`src/hdl/wpc_pkg.sv`:
```
package wpc_pkg;

  // controller modes, encoded as the host sees them
  typedef enum logic [2:0] {
    MODE_RUN         = 3'd0,
    MODE_PRESSED     = 3'd1,
    MODE_BLINK       = 3'd2,
    MODE_OFF         = 3'd3,
    MODE_OFF_HOLD    = 3'd4,
    MODE_REBOOT      = 3'd5,
    MODE_REBOOT_HOLD = 3'd6
  } mode_t;

  // configuration register indexes
  localparam logic [2:0] CFG_LONG_PRESS  = 3'd0;
  localparam logic [2:0] CFG_WD_UNIT     = 3'd1;
  localparam logic [2:0] CFG_REBOOT_UNIT = 3'd2;
  localparam logic [2:0] CFG_WAKE_HOLD   = 3'd3;
  localparam logic [2:0] CFG_BLINK_HALF  = 3'd4;

  // configuration reset values
  localparam logic [15:0] LONG_PRESS_RST  = 16'd75;
  localparam logic [7:0]  WD_UNIT_RST     = 8'd25;
  localparam logic [7:0]  REBOOT_UNIT_RST = 8'd50;
  localparam logic [7:0]  WAKE_HOLD_RST   = 8'd12;
  localparam logic [7:0]  BLINK_HALF_RST  = 8'd3;

  // status bits
  localparam logic [2:0] ST_SHORT  = 3'b001;
  localparam logic [2:0] ST_BUTTON = 3'b010;
  localparam logic [2:0] ST_TIMER  = 3'b100;

  // slow reboot blink: lit when tick bits 5:3 read 110
  localparam logic [7:0] LED_PHASE_MASK = 8'h38;
  localparam logic [7:0] LED_PHASE_ON   = 8'h30;

  localparam logic [7:0] DELAY_MAX = 8'hFF;

endpackage

```
`src/hdl/watchdog_power_controller_unit.sv`:
```
// channel | direction | handshake             | payload
// --------+-----------+-----------------------+--------------------------------------------
// in_     | input     | in_valid / in_ready   | button level, host write/read, new settings
// out_    | output    | out_valid / out_ready | power, led, status, settings, mode
// cfg_    | input     | cfg_valid / cfg_ready | cfg_index, cfg_data
//
// one request per clock while in_ready is high: a tick item is folded into the state in
// the cycle it is accepted, and its result is registered in the output register (in the
// skid register if the output is stalled); the critical path is the 8-bit setting times
// unit product feeding the tick compare; the skid register holds one result, and
// in_ready drops only while both hold results
// rst_n is synchronous, active low: state, settings and configuration take reset values
// cfg_ready is always high; writes to indexes past the last register are dropped
module watchdog_power_controller_unit #(
  parameter int TICK_BITS    = 32,
  parameter int SETTING_BITS = 8
) (
  input  logic                    clk,
  input  logic                    rst_n,
  // tick items
  input  logic                    in_valid,
  output logic                    in_ready,
  input  logic                    in_button_pressed,
  input  logic                    in_host_write,
  input  logic [SETTING_BITS-1:0] in_new_watchdog,
  input  logic [SETTING_BITS-1:0] in_new_reboot,
  input  logic                    in_host_read,
  input  logic                    in_clear_status,
  // results
  output logic                    out_valid,
  input  logic                    out_ready,
  output logic                    out_power_on,
  output logic                    out_led_on,
  output logic [2:0]              out_status_bits,
  output logic [SETTING_BITS-1:0] out_watchdog_value,
  output logic [SETTING_BITS-1:0] out_reboot_value,
  output logic [2:0]              out_mode,
  // configuration writes
  input  logic                    cfg_valid,
  output logic                    cfg_ready,
  input  logic [2:0]              cfg_index,
  input  logic [15:0]             cfg_data
);

  // product of a setting and an 8-bit unit, and the width both sides are compared at
  localparam int LIM_W = SETTING_BITS + 8;
  localparam int CMP_W = (LIM_W > TICK_BITS) ? LIM_W : TICK_BITS;

  typedef struct packed {
    logic                    power_on;
    logic                    led_on;
    logic [2:0]              status_bits;
    logic [SETTING_BITS-1:0] watchdog_value;
    logic [SETTING_BITS-1:0] reboot_value;
    logic [2:0]              mode;
  } result_t;

  // configuration
  logic [15:0] long_press_r;
  logic [7:0]  wd_unit_r;
  logic [7:0]  reboot_unit_r;
  logic [7:0]  wake_hold_r;
  logic [7:0]  blink_half_r;

  // controller state
  wpc_pkg::mode_t          mode_r, mode_nxt;
  logic [TICK_BITS-1:0]    tick_r, tick_nxt;
  logic [TICK_BITS-1:0]    press_start_r, press_start_nxt;
  logic [TICK_BITS-1:0]    act_start_r, act_start_nxt;
  logic [TICK_BITS-1:0]    reboot_start_r, reboot_start_nxt;
  logic [SETTING_BITS-1:0] wd_set_r, wd_set_nxt;
  logic [SETTING_BITS-1:0] rb_set_r, rb_set_nxt;
  logic [2:0]              status_r, status_nxt;
  logic                    led_r, led_nxt;
  logic [7:0]              delay_r, delay_nxt;
  logic                    boot_btn_r, boot_btn_nxt;

  // output register and skid stage
  result_t out_r, skid_r, result;
  logic    out_valid_r, skid_valid_r;

  logic accept;
  logic btn;

  // shared decision terms
  logic [TICK_BITS-1:0]    now;
  logic [TICK_BITS-1:0]    held;
  logic                    held_long;
  logic                    went_long;
  logic [SETTING_BITS-1:0] wd_eff, rb_eff;
  logic [TICK_BITS-1:0]    act_run, act_chk;
  logic [TICK_BITS-1:0]    wd_idle;
  logic [LIM_W-1:0]        wd_limit;
  logic                    wd_fire;
  logic [TICK_BITS-1:0]    rb_elapsed;
  logic [LIM_W-1:0]        rb_wait;
  logic                    rb_done;
  logic                    blink_hit;
  logic                    hold_done;
  logic [7:0]              delay_bump;
  logic                    phase_lit;

  assign in_ready  = !skid_valid_r;
  assign cfg_ready = 1'b1;
  assign accept    = in_valid && in_ready;
  assign btn       = in_button_pressed;

  assign now       = tick_r;
  assign tick_nxt  = tick_r + TICK_BITS'(1);
  assign held      = now - press_start_r;
  assign held_long = held > TICK_BITS'(long_press_r);
  assign went_long = (mode_r == wpc_pkg::MODE_PRESSED) && btn && held_long;

  // settings as seen after this tick's host write
  assign wd_eff  = in_host_write ? in_new_watchdog : wd_set_r;
  assign rb_eff  = in_host_write ? in_new_reboot   : rb_set_r;
  assign act_run = in_host_write ? now : act_start_r;
  assign act_chk = in_host_read  ? now : act_run;

  // tick differences wrap at the tick width before they are compared
  assign wd_idle  = now - act_chk;
  assign wd_limit = LIM_W'(wd_eff) * LIM_W'(wd_unit_r);
  assign wd_fire  = (wd_eff != '0) && (CMP_W'(wd_idle) > CMP_W'(wd_limit));

  assign rb_elapsed = now - reboot_start_r;
  assign rb_wait    = LIM_W'(rb_set_r) * LIM_W'(reboot_unit_r);
  assign rb_done    = CMP_W'(rb_elapsed) >= CMP_W'(rb_wait);

  assign blink_hit  = ({1'b0, delay_r} + 9'd1) >= {1'b0, blink_half_r};
  assign hold_done  = (delay_r >= wake_hold_r) && !btn;
  assign delay_bump = (delay_r == wpc_pkg::DELAY_MAX) ? delay_r : delay_r + 8'd1;
  assign phase_lit  = ((now[7:0] & wpc_pkg::LED_PHASE_MASK) == wpc_pkg::LED_PHASE_ON);

  // next mode
  always_comb begin
    mode_nxt = mode_r;
    unique case (mode_r)
      wpc_pkg::MODE_BLINK: begin
        if (!btn) mode_nxt = wpc_pkg::MODE_OFF;
      end
      wpc_pkg::MODE_OFF: begin
        if (btn) mode_nxt = wpc_pkg::MODE_OFF_HOLD;
      end
      wpc_pkg::MODE_OFF_HOLD, wpc_pkg::MODE_REBOOT_HOLD: begin
        if (hold_done) mode_nxt = wpc_pkg::MODE_RUN;
      end
      wpc_pkg::MODE_REBOOT: begin
        if (btn) mode_nxt = wpc_pkg::MODE_REBOOT_HOLD;
        else if (rb_done) mode_nxt = wpc_pkg::MODE_RUN;
      end
      default: begin
        // run, pressed, and the unused code handled as run
        if (mode_r == wpc_pkg::MODE_PRESSED) begin
          if (went_long) mode_nxt = wpc_pkg::MODE_BLINK;
          else if (!btn) mode_nxt = wpc_pkg::MODE_RUN;
        end else begin
          mode_nxt = btn ? wpc_pkg::MODE_PRESSED : wpc_pkg::MODE_RUN;
        end
        if (!went_long && wd_fire) begin
          mode_nxt = (rb_eff != '0) ? wpc_pkg::MODE_REBOOT : wpc_pkg::MODE_OFF;
        end
      end
    endcase
  end

  // next datapath state
  always_comb begin
    press_start_nxt  = press_start_r;
    act_start_nxt    = act_start_r;
    reboot_start_nxt = reboot_start_r;
    wd_set_nxt       = wd_set_r;
    rb_set_nxt       = rb_set_r;
    status_nxt       = status_r;
    led_nxt          = led_r;
    delay_nxt        = delay_r;
    boot_btn_nxt     = boot_btn_r;
    unique case (mode_r)
      wpc_pkg::MODE_BLINK: begin
        if (btn) begin
          if (blink_hit) begin
            led_nxt   = !led_r;
            delay_nxt = '0;
          end else begin
            delay_nxt = delay_bump;
          end
        end else begin
          led_nxt = 1'b0;
        end
      end
      wpc_pkg::MODE_OFF: begin
        led_nxt = 1'b0;
        if (btn) begin
          led_nxt      = 1'b1;
          delay_nxt    = '0;
          boot_btn_nxt = 1'b1;
        end
      end
      wpc_pkg::MODE_OFF_HOLD, wpc_pkg::MODE_REBOOT_HOLD: begin
        if (hold_done) begin
          wd_set_nxt = '0;
          rb_set_nxt = '0;
          status_nxt = boot_btn_r ? wpc_pkg::ST_BUTTON : wpc_pkg::ST_TIMER;
        end else begin
          delay_nxt = delay_bump;
        end
      end
      wpc_pkg::MODE_REBOOT: begin
        if (btn) begin
          led_nxt      = 1'b1;
          wd_set_nxt   = '0;
          rb_set_nxt   = '0;
          delay_nxt    = '0;
          boot_btn_nxt = 1'b1;
        end else if (rb_done) begin
          led_nxt      = 1'b1;
          wd_set_nxt   = '0;
          rb_set_nxt   = '0;
          boot_btn_nxt = 1'b0;
          status_nxt   = wpc_pkg::ST_TIMER;
        end else begin
          led_nxt = phase_lit;
        end
      end
      default: begin
        if (in_host_write) begin
          wd_set_nxt    = in_new_watchdog;
          rb_set_nxt    = in_new_reboot;
          act_start_nxt = now;
          if (in_clear_status) status_nxt = '0;
        end
        if (mode_r == wpc_pkg::MODE_PRESSED) begin
          if (went_long) begin
            led_nxt   = !led_r;
            delay_nxt = '0;
          end else if (!btn) begin
            status_nxt = status_nxt | wpc_pkg::ST_SHORT;
          end
        end else if (btn) begin
          press_start_nxt = now;
        end
        if (!went_long && (wd_eff != '0)) begin
          act_start_nxt = act_chk;
          if (wd_fire) begin
            if (rb_eff != '0) reboot_start_nxt = now;
            else led_nxt = 1'b0;
          end
        end
      end
    endcase
  end

  // result after this tick
  always_comb begin
    result.power_on       = !((mode_nxt == wpc_pkg::MODE_OFF) ||
                              (mode_nxt == wpc_pkg::MODE_OFF_HOLD) ||
                              (mode_nxt == wpc_pkg::MODE_REBOOT));
    result.led_on         = led_nxt;
    result.status_bits    = status_nxt;
    result.watchdog_value = wd_set_nxt;
    result.reboot_value   = rb_set_nxt;
    result.mode           = mode_nxt;
  end

  // state advances once per accepted request
  always_ff @(posedge clk) begin
    if (!rst_n) begin
      mode_r         <= wpc_pkg::MODE_RUN;
      tick_r         <= '0;
      press_start_r  <= '0;
      act_start_r    <= '0;
      reboot_start_r <= '0;
      wd_set_r       <= '0;
      rb_set_r       <= '0;
      status_r       <= '0;
      led_r          <= 1'b1;
      delay_r        <= '0;
      boot_btn_r     <= 1'b0;
    end else if (accept) begin
      mode_r         <= mode_nxt;
      tick_r         <= tick_nxt;
      press_start_r  <= press_start_nxt;
      act_start_r    <= act_start_nxt;
      reboot_start_r <= reboot_start_nxt;
      wd_set_r       <= wd_set_nxt;
      rb_set_r       <= rb_set_nxt;
      status_r       <= status_nxt;
      led_r          <= led_nxt;
      delay_r        <= delay_nxt;
      boot_btn_r     <= boot_btn_nxt;
    end
  end

  // configuration registers
  always_ff @(posedge clk) begin
    if (!rst_n) begin
      long_press_r  <= wpc_pkg::LONG_PRESS_RST;
      wd_unit_r     <= wpc_pkg::WD_UNIT_RST;
      reboot_unit_r <= wpc_pkg::REBOOT_UNIT_RST;
      wake_hold_r   <= wpc_pkg::WAKE_HOLD_RST;
      blink_half_r  <= wpc_pkg::BLINK_HALF_RST;
    end else if (cfg_valid) begin
      unique case (cfg_index)
        wpc_pkg::CFG_LONG_PRESS:  long_press_r  <= cfg_data;
        wpc_pkg::CFG_WD_UNIT:     wd_unit_r     <= cfg_data[7:0];
        wpc_pkg::CFG_REBOOT_UNIT: reboot_unit_r <= cfg_data[7:0];
        wpc_pkg::CFG_WAKE_HOLD:   wake_hold_r   <= cfg_data[7:0];
        wpc_pkg::CFG_BLINK_HALF:  blink_half_r  <= cfg_data[7:0];
        default: ;
      endcase
    end
  end

  // output register with skid behind it
  always_ff @(posedge clk) begin
    if (!rst_n) begin
      out_valid_r  <= 1'b0;
      skid_valid_r <= 1'b0;
    end else if (out_valid_r && !out_ready) begin
      // output stalled: a new result waits in the skid stage
      if (accept) skid_valid_r <= 1'b1;
    end else if (skid_valid_r) begin
      out_valid_r  <= 1'b1;
      skid_valid_r <= 1'b0;
    end else begin
      out_valid_r <= accept;
    end
  end

  always_ff @(posedge clk) begin
    if (out_valid_r && !out_ready) begin
      if (accept) skid_r <= result;
    end else if (skid_valid_r) begin
      out_r <= skid_r;
    end else if (accept) begin
      out_r <= result;
    end
  end

  assign out_valid          = out_valid_r;
  assign out_power_on       = out_r.power_on;
  assign out_led_on         = out_r.led_on;
  assign out_status_bits    = out_r.status_bits;
  assign out_watchdog_value = out_r.watchdog_value;
  assign out_reboot_value   = out_r.reboot_value;
  assign out_mode           = out_r.mode;

endmodule

```
`config.mk`:
```
export PLATFORM = sky130hd
export DESIGN_NAME = watchdog_power_controller_unit
export DESIGN_NICKNAME = d
export VERILOG_FILES = /design/src/hdl/wpc_pkg.sv /design/src/hdl/watchdog_power_controller_unit.sv
export SDC_FILE = /design/constraint.sdc
export NUM_CORES = 1
export LEC_CHECK = 0
export ABC_CLOCK_PERIOD_IN_PS = 9450
export BUFFER_PORTS_ARGS = -buffer_cell sky130_fd_sc_hd__buf_4
export CAP_MARGIN = 5
export CORE_ASPECT_RATIO = 2
export CORE_MARGIN = 1.5
export CORE_UTILIZATION = 50
export CTS_CLUSTER_DIAMETER = 150
export DETAILED_ROUTE_END_ITERATION = 6
export PLACE_DENSITY = 0.66
export SLEW_MARGIN = 15
export SYNTH_ARGS = -nofsm -noshare
export SYNTH_HDL_FRONTEND = slang
export SYNTH_SLANG_ARGS = --single-unit
```
`constraint.sdc`:
```
create_clock -name clk -period 9.45 [get_ports clk]
set_clock_uncertainty 0.05 [all_clocks]
set_input_delay 0.945 -clock clk [delete_from_list [all_inputs] [get_ports clk]]
set_output_delay 0.945 -clock clk [all_outputs]
set_load 0.005 [all_outputs]
```
==> flow_summary.json <==
{
  "hold_viol_final": 0,
  "io_pins": 71,
  "hpwl_mm": 54.3,
  "drive_above_1_share_pct": 8.48,
  "cap_violations": 0,
  "ys.flop_type": "dfxtp_1",
  "post-cts-setup-buffers": 0,
  "diodes": 0,
  "first_global_vias": 20900,
  "drt-vias-per-instance": 5.98,
  "syn_nets": 3200,
  "synthCells": 2850,
  "worst-slew-pin-transition_ns": 1.18,
  "slew_viol_final": 0,
  "syn_area_um2": 23100,
  "finish.net_count": 3196,
  "crit_fanout": 22,
  "r2r_setup_slack_ns": 0.99,
  "area_delta_synth_final_pct": 8.52,
  "grtUsageTotal_pct": 29.1,
  "yosysMostFrequentCell": "nand2_1",
  "status": "finished clean",
  "clk_latency_ns": 0.56,
  "worstPathRequired_ns": 9.83,
  "synth_warnings": 0,
  "crit_path_max_incr_delay_ns": 0.64,
  "maxSlewHeadroom_pct": 21.5,
  "place.gp.congestion": 0.952,
  "synth_edf_count": 48,
  "hp-start": "press_start_r[21]$_SDFFE_PN0P_",
  "ctsHoldBuffers": 0,
  "routed_wirelength_mm": 69.2,
  "powerDensity_nw_per_um2": 138,
  "crit_family": "adder cells",
  "drc_errors": 0,
  "max_freq_mhz": 118,
  "setup.worst_path.start": "rb_set_r[0]$_SDFFE_PN0P_",
  "start_kind": "flip-flop",
  "drtIter0Drc": 962,
  "antenna_found_initial": 0,
  "ant_nets": 0,
  "rows": 111,
  "setup_violations": 0,
  "cts_resized": 0,
  "port_buffers": 69,
  "path_class": "flip-flop to flip-flop",
  "peakVddDrop_mv": 0.148,
  "period_needed_ns": 8.46,
  "fin_crit_sh_pct": 89.5,
  "num_vias": 20500,
  "die_y_um": 307,
  "cts-htree-levels": 1,
  "crit_slowest_cell": "dfxtp_1",
  "synth_top_cell_area_share_pct": 18.2,
  "ctsLongestPathBuffers": 3,
  "rsz0062_at_grt": "false",
  "end_kind": "flip-flop",
  "synth.area.top_cells": "dfxtp_1, ha_1, fa_1, edfxtp_1, nand2_1",
  "synth_seq_area_share_pct": 24.5,
  "rr_startpoint": "rb_set_r[0]$_SDFFE_PN0P_",
  "clock_sinks": 258,
  "first_pass_iters": 6,
  "grt_pass1_wl_mm": 109,
  "async_flop_share_pct": 0,
  "fp.dieArea_um2": 47500,
  "holdCritPathClass": "flip-flop to flip-flop",
  "avgSynthCellArea_um2": 8.10,
  "worst_ep_arrival_time_ns": 8.83,
  "grt-ovfl-total": 0,
  "initial_core_util_pct": 50.5,
  "fin_tns_setup_ns": 0,
  "grt_max_degree": 97,
  "cts_tree": "yes",
  "finish.utilization_pct": 54.8,
  "wl_per_cell_um": 20.2,
  "cts-root-buf": "clkbuf_16",
  "clkTransAtPathRegs_ns": 0.07,
  "core_um2": 45700,
  "hold-worst-slack_ns": 0.403,
  "yosysUniqueCellTypes": 95,
  "dieWidth_um": 155,
  "ys_top_cells_by_count": "nand2_1, inv_1, a21oi_1, ha_1, nor2_1",
  "yosysTopAreaCell": "dfxtp_1",
  "synth-seq-cells": 258,
  "cts_buffers": 26,
  "p_leak_nw": 11.7,
  "cp_num_buf_inv": 5
}
## sequential cells by signal, summed over array words and instances, names as in the netlist, 16 cells and up
register	flops
skid_r	24
press_start_r	32
now	32
long_press_r	16
reboot_start_r	32
act_start_r	32
## placed cells by master (no fill, tap or decap), types with 9 or more instances in the layout
cell type	Yosys	layout
buf_4	7	116
xnor2_1	54	54
inv_1	248	248
o211ai_1	24	24
and3_1	24	24
and4_1	9	9
or2_2	13	13
nor2_1	226	224
a21o_1	47	47
mux2_2	17	17
nor4_1	12	12
o22ai_1	35	35
a31oi_1	18	18
nand4_1	38	38
o21a_1	26	25
a21oi_1	241	241
ha_1	231	231
a211oi_1	11	11
nor3_1	27	27
dfxtp_1	210	210
nor2b_1	97	96
nand3_1	58	57
mux2i_1	110	109
o31ai_1	21	21
o21ai_0	87	87
fa_1	75	75
o221a_2	11	11
and2_1	69	69
edfxtp_1	48	48
nand2b_1	31	31
or3_1	19	19
xor2_1	62	62
clkbuf_16	0	28
nand2_1	330	330
o21bai_1	15	15
o311a_1	10	10
## worst reg2reg max path, delay by kind of cell (launching register included)
family	cells	cell delay [ns]
mux	1	0.54
compound gates	11	2.05
buf+inv	5	0.66
flops	1	0.64
simple gates	8	1.49
xor+xnor	1	0.21
fa+ha+maj	6	2.73
## layout make-up
| cell class | count | area, um^2 |
|---|---|---|
| well taps | 565 | 707 |
| fillers | 4348 | 20700 |
| clock buffers | 32 | 737 |
| clock inverters | 16 | 230 |
| repair buffers | 116 | 871 |
| multi-input cells | 2193 | 15900 |
| flip-flops and latches | 258 | 5650 |
| inverters | 251 | 945 |
## final timing paths
| path | to | cells after the start |
|---|---|---|
| max | out_watchdog_value[3]$_DFFE_PP_ | 32 |
| min | press_start_r[21]$_SDFFE_PN0P_ | 2 |
| max reg2reg | out_watchdog_value[3]$_DFFE_PP_ | 32 |
| min reg2reg | press_start_r[21]$_SDFFE_PN0P_ | 2 |
## kinds of logic after synthesis
logic type,Yosys count,share of synthesized area (%)
AND/OR/NAND/NOR,973,20.2
AO/OA/AOI/OAI,670,19.6
buffers and inverters,399,6.70
adder cells (fa/ha/maj),306,19.0
flip-flops,258,24.5
multiplexers,127,5.60
XOR/XNOR,116,4.40
other,1,0.0163
## power breakdown
| part | total, mW | leakage (nW) | internal [mW] | switching [mW] |
|---|---|---|---|---|
| sequential | 1.23 | 2.16 | 1.18 | 0.0459 |
| clock | 1.18 | 0.474 | 0.697 | 0.484 |
| combinational | 1.04 | 9.04 | 0.435 | 0.610 |
## routing by layer
layer  global-route usage (%)  routed length, um
met5                        0                  0
met4                     21.6               5740
met3                     2.35               2190
met2                     57.5              37500
met1                     27.4              23800
## stage by stage
| step | power (mW) | instance area [um^2] | setup slack (ns) | instances |
|---|---|---|---|---|
| 2_1_floorplan | 1.99 | 23100 | 0.840 | 2850 |
| 3_3_place_gp | 2.26 | 24100 | 0.625 | 3383 |
| 3_5_place_dp | 2.28 | 24100 | 0.475 | 3383 |
| 4_1_cts | 3.47 | 25000 | 1.01 | 3431 |
| 5_1_grt | 3.63 | 25000 | 0.385 | 3431 |
| 6_report | 3.45 | 25000 | 0.995 | 3431 |
(Power assumes the default switching activity.)
